[config.mk]
export PLATFORM = sky130hd
export DESIGN_NAME = midpoint_circle_rasterizer_top
export DESIGN_NICKNAME = d
export VERILOG_FILES = /design/src/rtl/mcr_pkg.sv /design/src/rtl/mcr_clip.sv /design/src/rtl/mcr_seq.sv /design/src/rtl/midpoint_circle_rasterizer_top.sv
export SDC_FILE = /design/constraint.sdc
export NUM_CORES = 1
export LEC_CHECK = 0
export ABC_AREA = 1
export ABC_CLOCK_PERIOD_IN_PS = 18100
export CORE_ASPECT_RATIO = 2
export CORE_MARGIN = 4
export CORE_UTILIZATION = 29
export CTS_BUF_LIST = sky130_fd_sc_hd__clkbuf_16
export DETAILED_ROUTE_END_ITERATION = 6
export DONT_BUFFER_PORTS = 1
export GPL_TIMING_DRIVEN = 0
export PLACE_DENSITY = 0.4
export SLEW_MARGIN = 0
export SYNTH_ARGS = -nofsm -noshare
export SYNTH_HDL_FRONTEND = slang
export SYNTH_SLANG_ARGS = --single-unit
[constraint.sdc]
create_clock -name aclk -period 18.1 [get_ports aclk]
set_input_delay 4.525 -clock aclk [delete_from_list [all_inputs] [get_ports aclk]]
set_output_delay 4.525 -clock aclk [all_outputs]
set_load 0.03 [all_outputs]
[src/rtl/mcr_pkg.sv]
package mcr_pkg;

    // signed coordinate wide enough for center +/- radius
    localparam int COORD_W = 12;
    // window register width and its effective ceiling
    localparam int WIN_W = 11;
    localparam logic [WIN_W-1:0] WIN_LIMIT = 11'd1024;
    localparam logic [WIN_W-1:0] WIDTH_RESET = 11'd640;
    localparam logic [WIN_W-1:0] HEIGHT_RESET = 11'd240;
    localparam int MAX_RADIUS_DEF = 10;

    // register indexes (paddr[2])
    localparam logic REG_WIDTH = 1'b0;
    localparam logic REG_HEIGHT = 1'b1;

    typedef logic signed [COORD_W-1:0] coord_t;

    // candidate span from the sequencer to the clip unit and output stage
    typedef struct packed {
        logic   valid;
        logic   flush;
        coord_t xa;
        coord_t xb;
        coord_t yy;
    } gen_t;

endpackage

[src/rtl/mcr_clip.sv]
module mcr_clip
    import mcr_pkg::*;
(
    input  logic [WIN_W-1:0] win_width,
    input  logic [WIN_W-1:0] win_height,
    input  gen_t             gen,
    output logic             keep,
    output logic [9:0]       x_left,
    output logic [9:0]       x_right,
    output logic [9:0]       row
);

    logic [WIN_W-1:0]      w_eff;
    logic [WIN_W-1:0]      h_eff;
    logic signed [COORD_W:0] w_s;
    logic signed [COORD_W:0] h_s;
    logic signed [COORD_W:0] lo;
    logic signed [COORD_W:0] hi;
    logic signed [COORD_W:0] y_s;
    logic signed [COORD_W:0] lo_c;
    logic signed [COORD_W:0] hi_c;

    // window registers above 1024 act as 1024
    assign w_eff = (win_width > WIN_LIMIT) ? WIN_LIMIT : win_width;
    assign h_eff = (win_height > WIN_LIMIT) ? WIN_LIMIT : win_height;
    assign w_s = $signed({2'b00, w_eff});
    assign h_s = $signed({2'b00, h_eff});

    // order the span ends
    always_comb begin
        if (gen.xa < gen.xb) begin
            lo = {gen.xa[COORD_W-1], gen.xa};
            hi = {gen.xb[COORD_W-1], gen.xb};
        end else begin
            lo = {gen.xb[COORD_W-1], gen.xb};
            hi = {gen.xa[COORD_W-1], gen.xa};
        end
    end

    assign y_s = {gen.yy[COORD_W-1], gen.yy};

    // drop off-window rows and spans, clamp the rest
    assign keep = (y_s >= 0) && (y_s < h_s) && (hi >= 0) && (lo < w_s);
    assign lo_c = (lo < 0) ? '0 : lo;
    assign hi_c = (hi > w_s - 13'sd1) ? w_s - 13'sd1 : hi;

    assign x_left  = lo_c[9:0];
    assign x_right = hi_c[9:0];
    assign row     = y_s[9:0];

endmodule

[src/rtl/mcr_seq.sv]
module mcr_seq
    import mcr_pkg::*;
#(
    parameter int MAX_RADIUS = MAX_RADIUS_DEF
) (
    input  logic       aclk,
    input  logic       aresetn,
    input  logic       start,
    input  logic       kind,
    input  logic [9:0] center_x,
    input  logic [9:0] center_y,
    input  logic [3:0] radius,
    input  logic       out_free,
    output logic       idle,
    output gen_t       gen
);

    localparam logic [2:0] ST_IDLE = 3'd0;
    localparam logic [2:0] ST_AXIS = 3'd1;
    localparam logic [2:0] ST_STEP = 3'd2;
    localparam logic [2:0] ST_EMIT = 3'd3;
    localparam logic [2:0] ST_DONE = 3'd4;
    localparam logic [3:0] R_MAX = 4'(MAX_RADIUS);

    logic [2:0]       state_reg, state_next;
    logic [2:0]       phase_reg, phase_next;
    logic             filled_reg;
    coord_t           cx_reg, cy_reg;
    logic [3:0]       x_reg, x_next;
    logic [3:0]       y_reg, y_next;
    logic signed [7:0] f_reg, f_next;
    logic signed [7:0] ddx_reg, ddx_next;
    logic signed [7:0] ddy_reg, ddy_next;
    logic [3:0]       r_sat;
    logic [2:0]       phase_last;
    logic signed [5:0] px, nx, py, ny;
    logic signed [5:0] oa, ob, oy;
    logic signed [7:0] ddy_up, f_y;

    assign r_sat = (radius > R_MAX) ? R_MAX : radius;
    assign idle  = (state_reg == ST_IDLE);

    // request registers
    always_ff @(posedge aclk) begin
        if (start) begin
            filled_reg <= kind;
            cx_reg     <= coord_t'({2'b00, center_x});
            cy_reg     <= coord_t'({2'b00, center_y});
        end
    end

    // offsets for the current phase
    assign px = $signed({2'b00, x_reg});
    assign nx = -px;
    assign py = $signed({2'b00, y_reg});
    assign ny = -py;

    always_comb begin
        oa = '0;
        ob = '0;
        oy = '0;
        if (state_reg == ST_AXIS) begin
            case (phase_reg)
                3'd0: begin oa = '0; ob = '0; oy = py; end
                3'd1: begin oa = '0; ob = '0; oy = ny; end
                3'd2: begin oa = py; ob = filled_reg ? ny : py; oy = '0; end
                3'd3: begin oa = ny; ob = ny; oy = '0; end
                default: begin oa = '0; ob = '0; oy = '0; end
            endcase
        end else if (filled_reg) begin
            case (phase_reg)
                3'd0: begin oa = px; ob = nx; oy = py; end
                3'd1: begin oa = px; ob = nx; oy = ny; end
                3'd2: begin oa = py; ob = ny; oy = px; end
                3'd3: begin oa = py; ob = ny; oy = nx; end
                default: begin oa = '0; ob = '0; oy = '0; end
            endcase
        end else begin
            case (phase_reg)
                3'd0: begin oa = px; oy = py; end
                3'd1: begin oa = nx; oy = py; end
                3'd2: begin oa = px; oy = ny; end
                3'd3: begin oa = nx; oy = ny; end
                3'd4: begin oa = py; oy = px; end
                3'd5: begin oa = ny; oy = px; end
                3'd6: begin oa = py; oy = nx; end
                3'd7: begin oa = ny; oy = nx; end
                default: begin oa = '0; oy = '0; end
            endcase
            ob = oa;
        end
    end

    // center plus offset adders, one per coordinate
    always_comb begin
        gen.valid = ((state_reg == ST_AXIS) || (state_reg == ST_EMIT)) && out_free;
        gen.flush = (state_reg == ST_DONE) && out_free;
        gen.xa = cx_reg + coord_t'(oa);
        gen.xb = cx_reg + coord_t'(ob);
        gen.yy = cy_reg + coord_t'(oy);
    end

    // midpoint decision update
    assign ddy_up = ddy_reg + 8'sd2;
    assign f_y    = (f_reg >= 0) ? f_reg + ddy_up : f_reg;

    always_comb begin
        phase_last = 3'd0;
        if (state_reg == ST_AXIS) begin
            phase_last = filled_reg ? 3'd2 : 3'd3;
        end else begin
            phase_last = filled_reg ? 3'd3 : 3'd7;
        end
    end

    // sequencer
    always_comb begin
        state_next = state_reg;
        phase_next = phase_reg;
        x_next     = x_reg;
        y_next     = y_reg;
        f_next     = f_reg;
        ddx_next   = ddx_reg;
        ddy_next   = ddy_reg;
        case (state_reg)
            ST_IDLE: begin
                if (start) begin
                    state_next = ST_AXIS;
                    phase_next = '0;
                    x_next     = '0;
                    y_next     = r_sat;
                    f_next     = 8'sd1 - $signed({4'b0000, r_sat});
                    ddx_next   = 8'sd1;
                    ddy_next   = -$signed({3'b000, r_sat, 1'b0});
                end
            end
            ST_AXIS, ST_EMIT: begin
                if (out_free) begin
                    if (phase_reg == phase_last) begin
                        state_next = ST_STEP;
                        phase_next = '0;
                    end else begin
                        phase_next = phase_reg + 3'd1;
                    end
                end
            end
            ST_STEP: begin
                if (x_reg < y_reg) begin
                    if (f_reg >= 0) begin
                        y_next   = y_reg - 4'd1;
                        ddy_next = ddy_up;
                    end
                    x_next     = x_reg + 4'd1;
                    ddx_next   = ddx_reg + 8'sd2;
                    f_next     = f_y + ddx_reg + 8'sd2;
                    state_next = ST_EMIT;
                end else begin
                    state_next = ST_DONE;
                end
            end
            ST_DONE: begin
                if (out_free) begin
                    state_next = ST_IDLE;
                end
            end
            default: begin
                state_next = ST_IDLE;
            end
        endcase
    end

    always_ff @(posedge aclk) begin
        if (!aresetn) begin
            state_reg <= ST_IDLE;
            phase_reg <= '0;
        end else begin
            state_reg <= state_next;
            phase_reg <= phase_next;
        end
    end

    always_ff @(posedge aclk) begin
        x_reg   <= x_next;
        y_reg   <= y_next;
        f_reg   <= f_next;
        ddx_reg <= ddx_next;
        ddy_reg <= ddy_next;
    end

endmodule

[src/rtl/midpoint_circle_rasterizer_top.sv]
// Channel   Dir  Ports                 Contents
// s_*       in   tvalid/tready/tdata   circle request beat, tuser = kind
// m_*       out  tvalid/tready/tdata   span or pixel beat, tlast = final of request
// apb       in   psel/penable/...      window_width (0x0), window_height (0x4)
//
// One request at a time: s_tready is high only while the sequencer is idle.
// A request is accepted, then the sequencer emits one candidate per cycle unless
// m_tready stalls (4 axis for an outline, 3 for a filled one, then 8 or 4 per
// midpoint step), with a step state between groups, the loop exit test and a flush.
// Results are held back one deep so the final kept beat can carry tlast.
// m_tready low stalls the sequencer; reset is synchronous, active low.
module midpoint_circle_rasterizer_top
    import mcr_pkg::*;
#(
    parameter int MAX_RADIUS = MAX_RADIUS_DEF
) (
    input  logic        aclk,
    input  logic        aresetn,
    input  logic        s_tvalid,
    output logic        s_tready,
    input  logic [31:0] s_tdata,   // center_x[9:0], center_y[19:10], radius[23:20], color[31:24]
    input  logic        s_tuser,   // kind
    output logic        m_tvalid,
    input  logic        m_tready,
    output logic [39:0] m_tdata,   // x_left[9:0], x_right[19:10], row[29:20], pixel_color[37:30]
    output logic        m_tlast,
    input  logic        psel,
    input  logic        penable,
    input  logic        pwrite,
    input  logic [2:0]  paddr,
    input  logic [31:0] pwdata,
    output logic [31:0] prdata,
    output logic        pready
);

    logic [WIN_W-1:0] width_reg;
    logic [WIN_W-1:0] height_reg;
    logic [7:0]       color_reg;
    logic             start;
    logic             idle;
    logic             out_free;
    gen_t             gen;
    logic             keep;
    logic [9:0]       x_left, x_right, row;
    logic             hold_valid_reg;
    logic [29:0]      hold_reg;
    logic             m_tvalid_reg;
    logic [39:0]      m_tdata_reg;
    logic             m_tlast_reg;

    // configuration port
    assign pready = 1'b1;
    always_ff @(posedge aclk) begin
        if (!aresetn) begin
            width_reg  <= WIDTH_RESET;
            height_reg <= HEIGHT_RESET;
        end else if (psel && penable && pwrite) begin
            if (paddr[2] == REG_WIDTH) begin
                width_reg <= pwdata[WIN_W-1:0];
            end else begin
                height_reg <= pwdata[WIN_W-1:0];
            end
        end
    end

    always_comb begin
        if (paddr[2] == REG_HEIGHT) begin
            prdata = {{(32-WIN_W){1'b0}}, height_reg};
        end else begin
            prdata = {{(32-WIN_W){1'b0}}, width_reg};
        end
    end

    // request accept
    assign s_tready = idle;
    assign start    = s_tvalid && idle;
    always_ff @(posedge aclk) begin
        if (start) begin
            color_reg <= s_tdata[31:24];
        end
    end

    assign out_free = !m_tvalid_reg || m_tready;

    mcr_seq #(
        .MAX_RADIUS(MAX_RADIUS)
    ) u_seq (
        .aclk     (aclk),
        .aresetn  (aresetn),
        .start    (start),
        .kind     (s_tuser),
        .center_x (s_tdata[9:0]),
        .center_y (s_tdata[19:10]),
        .radius   (s_tdata[23:20]),
        .out_free (out_free),
        .idle     (idle),
        .gen      (gen)
    );

    mcr_clip u_clip (
        .win_width  (width_reg),
        .win_height (height_reg),
        .gen        (gen),
        .keep       (keep),
        .x_left     (x_left),
        .x_right    (x_right),
        .row        (row)
    );

    // one-deep holdback and output register
    always_ff @(posedge aclk) begin
        if (!aresetn) begin
            hold_valid_reg <= 1'b0;
            m_tvalid_reg   <= 1'b0;
        end else begin
            if (gen.valid && keep) begin
                hold_valid_reg <= 1'b1;
                m_tvalid_reg   <= hold_valid_reg || (m_tvalid_reg && !m_tready);
            end else if (gen.flush) begin
                hold_valid_reg <= 1'b0;
                m_tvalid_reg   <= hold_valid_reg;
            end else if (m_tready) begin
                m_tvalid_reg <= 1'b0;
            end
        end
    end

    always_ff @(posedge aclk) begin
        if (gen.valid && keep) begin
            hold_reg <= {row, x_right, x_left};
            if (hold_valid_reg) begin
                m_tdata_reg <= {2'b00, color_reg, hold_reg};
                m_tlast_reg <= 1'b0;
            end
        end else if (gen.flush && hold_valid_reg) begin
            m_tdata_reg <= {2'b00, color_reg, hold_reg};
            m_tlast_reg <= 1'b1;
        end
    end

    assign m_tvalid = m_tvalid_reg;
    assign m_tdata  = m_tdata_reg;
    assign m_tlast  = m_tlast_reg;

endmodule
### Word-level counts from Yosys, hierarchy flattened

Index checks and enable logic that the tools add are counted.

* flip-flop bits (word level): 162
* logic and storage cells: 170
* output and inout port bits: 76
* bits of input ports: 75

* bitwise logic cells: 1
* $lt $le $gt $ge: 12
* multiplexer cells: 64
* reduce and logical (&&, ||, !) cells: 39
* equal/unequal tests: 19
* add/sub/neg operators: 16

Operator list (number)
* 2-to-1 mux 40 bit: 3
* case mux 6 bit (4 select lines): 3
* 2-to-1 mux 8 bit: 8
* case mux 6 bit (2 select lines): 4
* case mux 8 bit (2 select lines): 3
* 2-to-1 mux 6 bit: 7
* adder 11 x 6 -> 12 bit: 3
* 2-to-1 mux 11 bit: 3
* 2-to-1 mux 3 bit: 10
* 2-to-1 mux 13 bit: 2
* adder 8 x 3 -> 8 bit, second input constant: 3
* less-than comparator 12 bit: 2
* 2-to-1 mux 4 bit: 6
* case mux 4 bit (2 select lines): 3
* > comparator 11 bit, second input constant: 2
* OR reduction 2 bit: 9
* adder 8 bit: 2
* == test 3 bit, second input constant: 5
* >= comparator 13 x 1 -> 1 bit, second input constant: 1
* > comparator 13 x 12 -> 1 bit: 1
* less-than comparator 13 x 1 -> 1 bit, second input constant: 1
* less-than comparator 13 x 12 -> 1 bit: 1
* == test 3 x 2 -> 1 bit, second input constant: 4
* >= comparator 12 x 1 -> 1 bit, second input constant: 1
* other kinds (28): 64

### Depth between registers and ports, before layout

* depth in word-level cells: 14
* mapped depth: 50
* gate-level depth less buffers: 49

### Modules after synthesis

From an unflattened synthesis, not the netlist that was laid out.

* cell total of the unflattened synthesis: 1438
* area total of the unflattened synthesis: 11622.4 um2

By module, submodules not included
* mcr_seq: area an instance 5879.4 um2, cells an instance 789, seq. area each 1651.6 um2, instances 1
* midpoint_circle_rasterizer_top: area an instance 3669.8 um2, cells an instance 287, seq. area each 2792.7 um2, instances 1
* mcr_clip: area an instance 2073.2 um2, cells an instance 362, seq. area each 0.0 um2, instances 1

### Least setup slack after synthesis

No wires, ideal clock.

* path type: in2out
* start: input paddr[2]
* end: output prdata[1]
* required time: 13575 ps
* data arrival time: 5390 ps
* slack: 8185 ps
* stages on the path: 2
* cell sequence: clkbuf_1 -> o21ai_0

* word-level cells in the longest chain between the ends: 1

RTL lines
* start, declared: RTL line midpoint_circle_rasterizer_top.sv:30 `input logic [2:0] paddr,`
* 2-to-1 mux 11 bit: RTL line midpoint_circle_rasterizer_top.sv:67 `if (paddr[2] == REG_HEIGHT) begin`
* end, declared: RTL line midpoint_circle_rasterizer_top.sv:32 `output logic [31:0] prdata,`

No other way between the ends.

### Worst setup path after layout

* start: input paddr[2]
* end: output prdata[6]

Same word-level chain as after synthesis.

==> results.md <==
- The die covers 0.04100 mm^2.
- In this run, placement finished with an instance count of 1,783.
- The count of nets left with antenna violations once routing finished came out at 0.
- Routability-driven placement finished with a final weighted congestion of 0.9128.
- The final number of max-transition violations is 0.
- The pin count of the biggest net entering global routing is 31.
- In the routed design, unresolved DRC markers number 0.
- The origin of the critical flop-to-flop path is u_seq.phase_reg[0].
- The number of failing hold endpoints at the final stage is 0.
- The number of buffer cells added on primary ports is 0.
- Of the synthesized area, sequential elements account for 40.71%.
- The number of placement rows is 100.
- The setup-violating endpoint count in the final report is 0.
- Once layout is done, the placed cells without fillers occupy 0.01221 mm^2.
- Counting flops with an async set or reset pin after synthesis yields a share of 0%.
- STA classifies the critical path endpoint as an output port.
- In the synthesized netlist, the number of instances is 1,298.
- The average detailed-routed wire length per instance is 18.66 um.
- The endpoint identified for the worst register-to-register timing path is hold_reg[29].
- The endpoint with the worst hold slack is m_tdata[18].
- The clock tree from TritonCTS is done.
- The number of antenna violations at the first check in global routing is 0.
- In this run, synthesis produced a sequential element count of 158.
- For flop-to-flop paths, the worst setup slack is 9.28 ns.
- The critical setup path kind is in2out.
- The count of cells in the finished layout, fillers not included, comes to 1,815.
- The worst hold path belongs to the class reg2reg.
- The leading register cell type out of synthesis is edfxtp_1.
- A synthesized cell averages 8.410 um^2.
- The number of clock sinks seen by CTS is 158.
- Headroom to the max-slew limit came out at 10.50%.
- The kind of launch point of the worst setup path is a primary input.
- The global-route congestion overflow total is 0.
- In this run the cell area measured after placement is 0.01165 mm^2.
- Across the run, the number of max-cap violations was 0.
- Clock latency on the worst-skew pair, taken at its later pin, is 0.45 ns.
- The post-cts resize count is 0.
- The tree is rooted in a clkbuf_16.
- Hold timing on the final database bottoms out at a slack of 0.4186 ns.
- Across every metal layer, demand over resource in global routing totals 16.62%.
- The number of buffers inserted for hold repair after clock tree synthesis is 0.
- The upper clock frequency limit is 96.83 MHz.
- The die span in y is 282.4 um.
- Detailed placement finished with a half-perimeter wire length of 28,130 um.
- The critical path buffer and inverter count is 1.
- The shortest period the worst path allows is 10.33 ns.
- The fraction of final layout cells with drive strength greater than 1 is 8.997%.
- Adding up every negative setup slack in the final design gives 0 ns.
- For the worst setup path, the data arrival time is 5.80 ns.
- The iteration count of the initial detailed-routing pass is 5.
- The kind of cell adding the most delay to the critical path is compound AO/OA/AOI/OAI gates.
- The startpoint identified for the worst hold timing path is hold_reg[18].
- For this run, the slowest stage of the critical path takes 1.08 ns.
- The required time of the critical path is 13.57 ns.
- TritonCTS created 17 clock buffers.
- The width of the chip is 145.2 um.
- The final layout contains routed wiring with a total length of 33,870 um.
- The global-route wire length before repair is 50,920 um.
- The number of filler instances in the final layout is 3,879.
- The final net count is 1,530.
- The via count of the first global-routing pass is 8,807.
- The number of ports placed on the die boundary is 151.
- Yosys printed 0 warnings.
- The number of setup buffers added after CTS is 0.
- The register with the most flip-flops in the layout has 38 of them.
- The violation count after the first detailed-routing iteration is 355.
- The effective utilization at floorplan is 29.38%.
- The run finished with clean final reports.
- After detailed routing, the number of vias per cell comes to 4.766.
- The routed via count is 8,651.
- The floorplan step defined a core boundary enclosing 0.03716 mm^2.
- In this run the worst path has a maximum fanout of 10.
- The library cell contributing the largest single delay on the critical path is o21ai_0.
- For the pin with the worst max-slew slack, the measured transition is 1.328 ns.
- The combined area of all synthesized cells is 0.01092 mm^2.
- The clock transition at the register clock pins on the worst setup and hold paths after CTS is 0.06 ns.
- The area added between synthesis and finish is 11.81%.
- On the final layout, the worst clock skew is 0.01238 ns.
- The number of enable-type register cells in the synthesized netlist is 128.
- For the worst flop-to-flop path, the logic depth is 44.
- The signal on the critical path passes through clkbuf_1, o21ai_0.
- The cell count of the worst hold path is 0.
- The critical path runs through a total of 2 cells.
- The synthesized netlist contains 60 unique library cells.
- 0 antenna diodes ended up in the layout.
- The portion of the clock cycle consumed by the worst path in the final layout is 57.06%.
- The maximum count of clock buffers along a single path is 2.
- The number of levels the H-tree was split into is 4.
- Setup repair after global routing left no endpoint under its margin.
[layout by cell type (no fill, tap or decap), types with 7 or more instances in the layout]
master,instances
nand2_1,240
inv_1,171
edfxtp_1,128
nor2_1,124
ha_1,107
o21ai_0,101
a21oi_1,75
nand3_1,47
xor2_1,34
dfxtp_1,30
buf_4,29
conb_1,24
o21ai_1,18
clkbuf_1,17
clkbuf_16,17
inv_2,14
nand4_1,13
nand2_2,11
nor3_1,11
a31oi_1,11
xnor2_1,11
o22ai_1,10
nand3_2,8
inv_6,7
[synthesized netlist by cell type, types with 18 or more instances]
master | number | area share, %
edfxtp_1 | 128 | 35
nand3_1 | 47 | 2.2
a21oi_1 | 75 | 3.4
xor2_1 | 34 | 2.7
inv_1 | 170 | 5.8
o21ai_0 | 101 | 4.6
ha_1 | 107 | 12
nand2_1 | 241 | 8.3
nor2_1 | 126 | 4.3
dfxtp_1 | 30 | 5.5
buf_4 | 28 | 1.9
o21ai_1 | 18 | 0.83
[stage by stage]
stage	util, %	worst slack (ns)
after floorplan	-	8.185
after global placement	31.14	7.768
after detailed placement	31.36	7.771
after CTS	32.85	7.769
after global routing	32.85	7.694
final	32.85	7.772
[how the worst max path moves through the flow]
stage,startpoint,to
floorplan,paddr[2],prdata[1]
global placement,paddr[2],prdata[7]
detailed placement,paddr[2],prdata[7]
CTS,paddr[2],prdata[7]
global route,paddr[2],prdata[6]
finish,paddr[2],prdata[6]
[layer usage]
layer | part of all wire (%) | global-route usage [%] | vias to the layer above
met3 | 3.7 | 3.463 | 64
met1 | 32 | 14.09 | 3955
met2 | 59 | 34.75 | 196
li1 | - | - | 4436
met5 | 0 | 0 | -
met4 | 5.5 | 9.632 | 0
[final cells by class]
cell class	instances	area, um^2	share of cell area [%]
Inverter	189	719.4	5.894
Buffer	48	301.5	2.471
Clock buffer	17	425.4	3.485
Tap cell	459	574.3	4.705
Timing Repair Buffer	4	62.56	0.5126
Multi-Input combinational cell	925	5552	45.48
Clock inverter	15	126.4	1.035
Sequential cell	158	4444	36.41
[cells by family after synthesis]
group | synth area share [%]
compound gates | 13.66
fa+ha+maj | 13.18
flops | 40.71
buf+inv | 9.352
xor+xnor | 3.610
simple gates | 19.32
mux | 0.09169
other cells | 0.06879
Power is not shown: default switching activity piles up to over one toggle a cycle in this logic, so the estimate is an artifact.
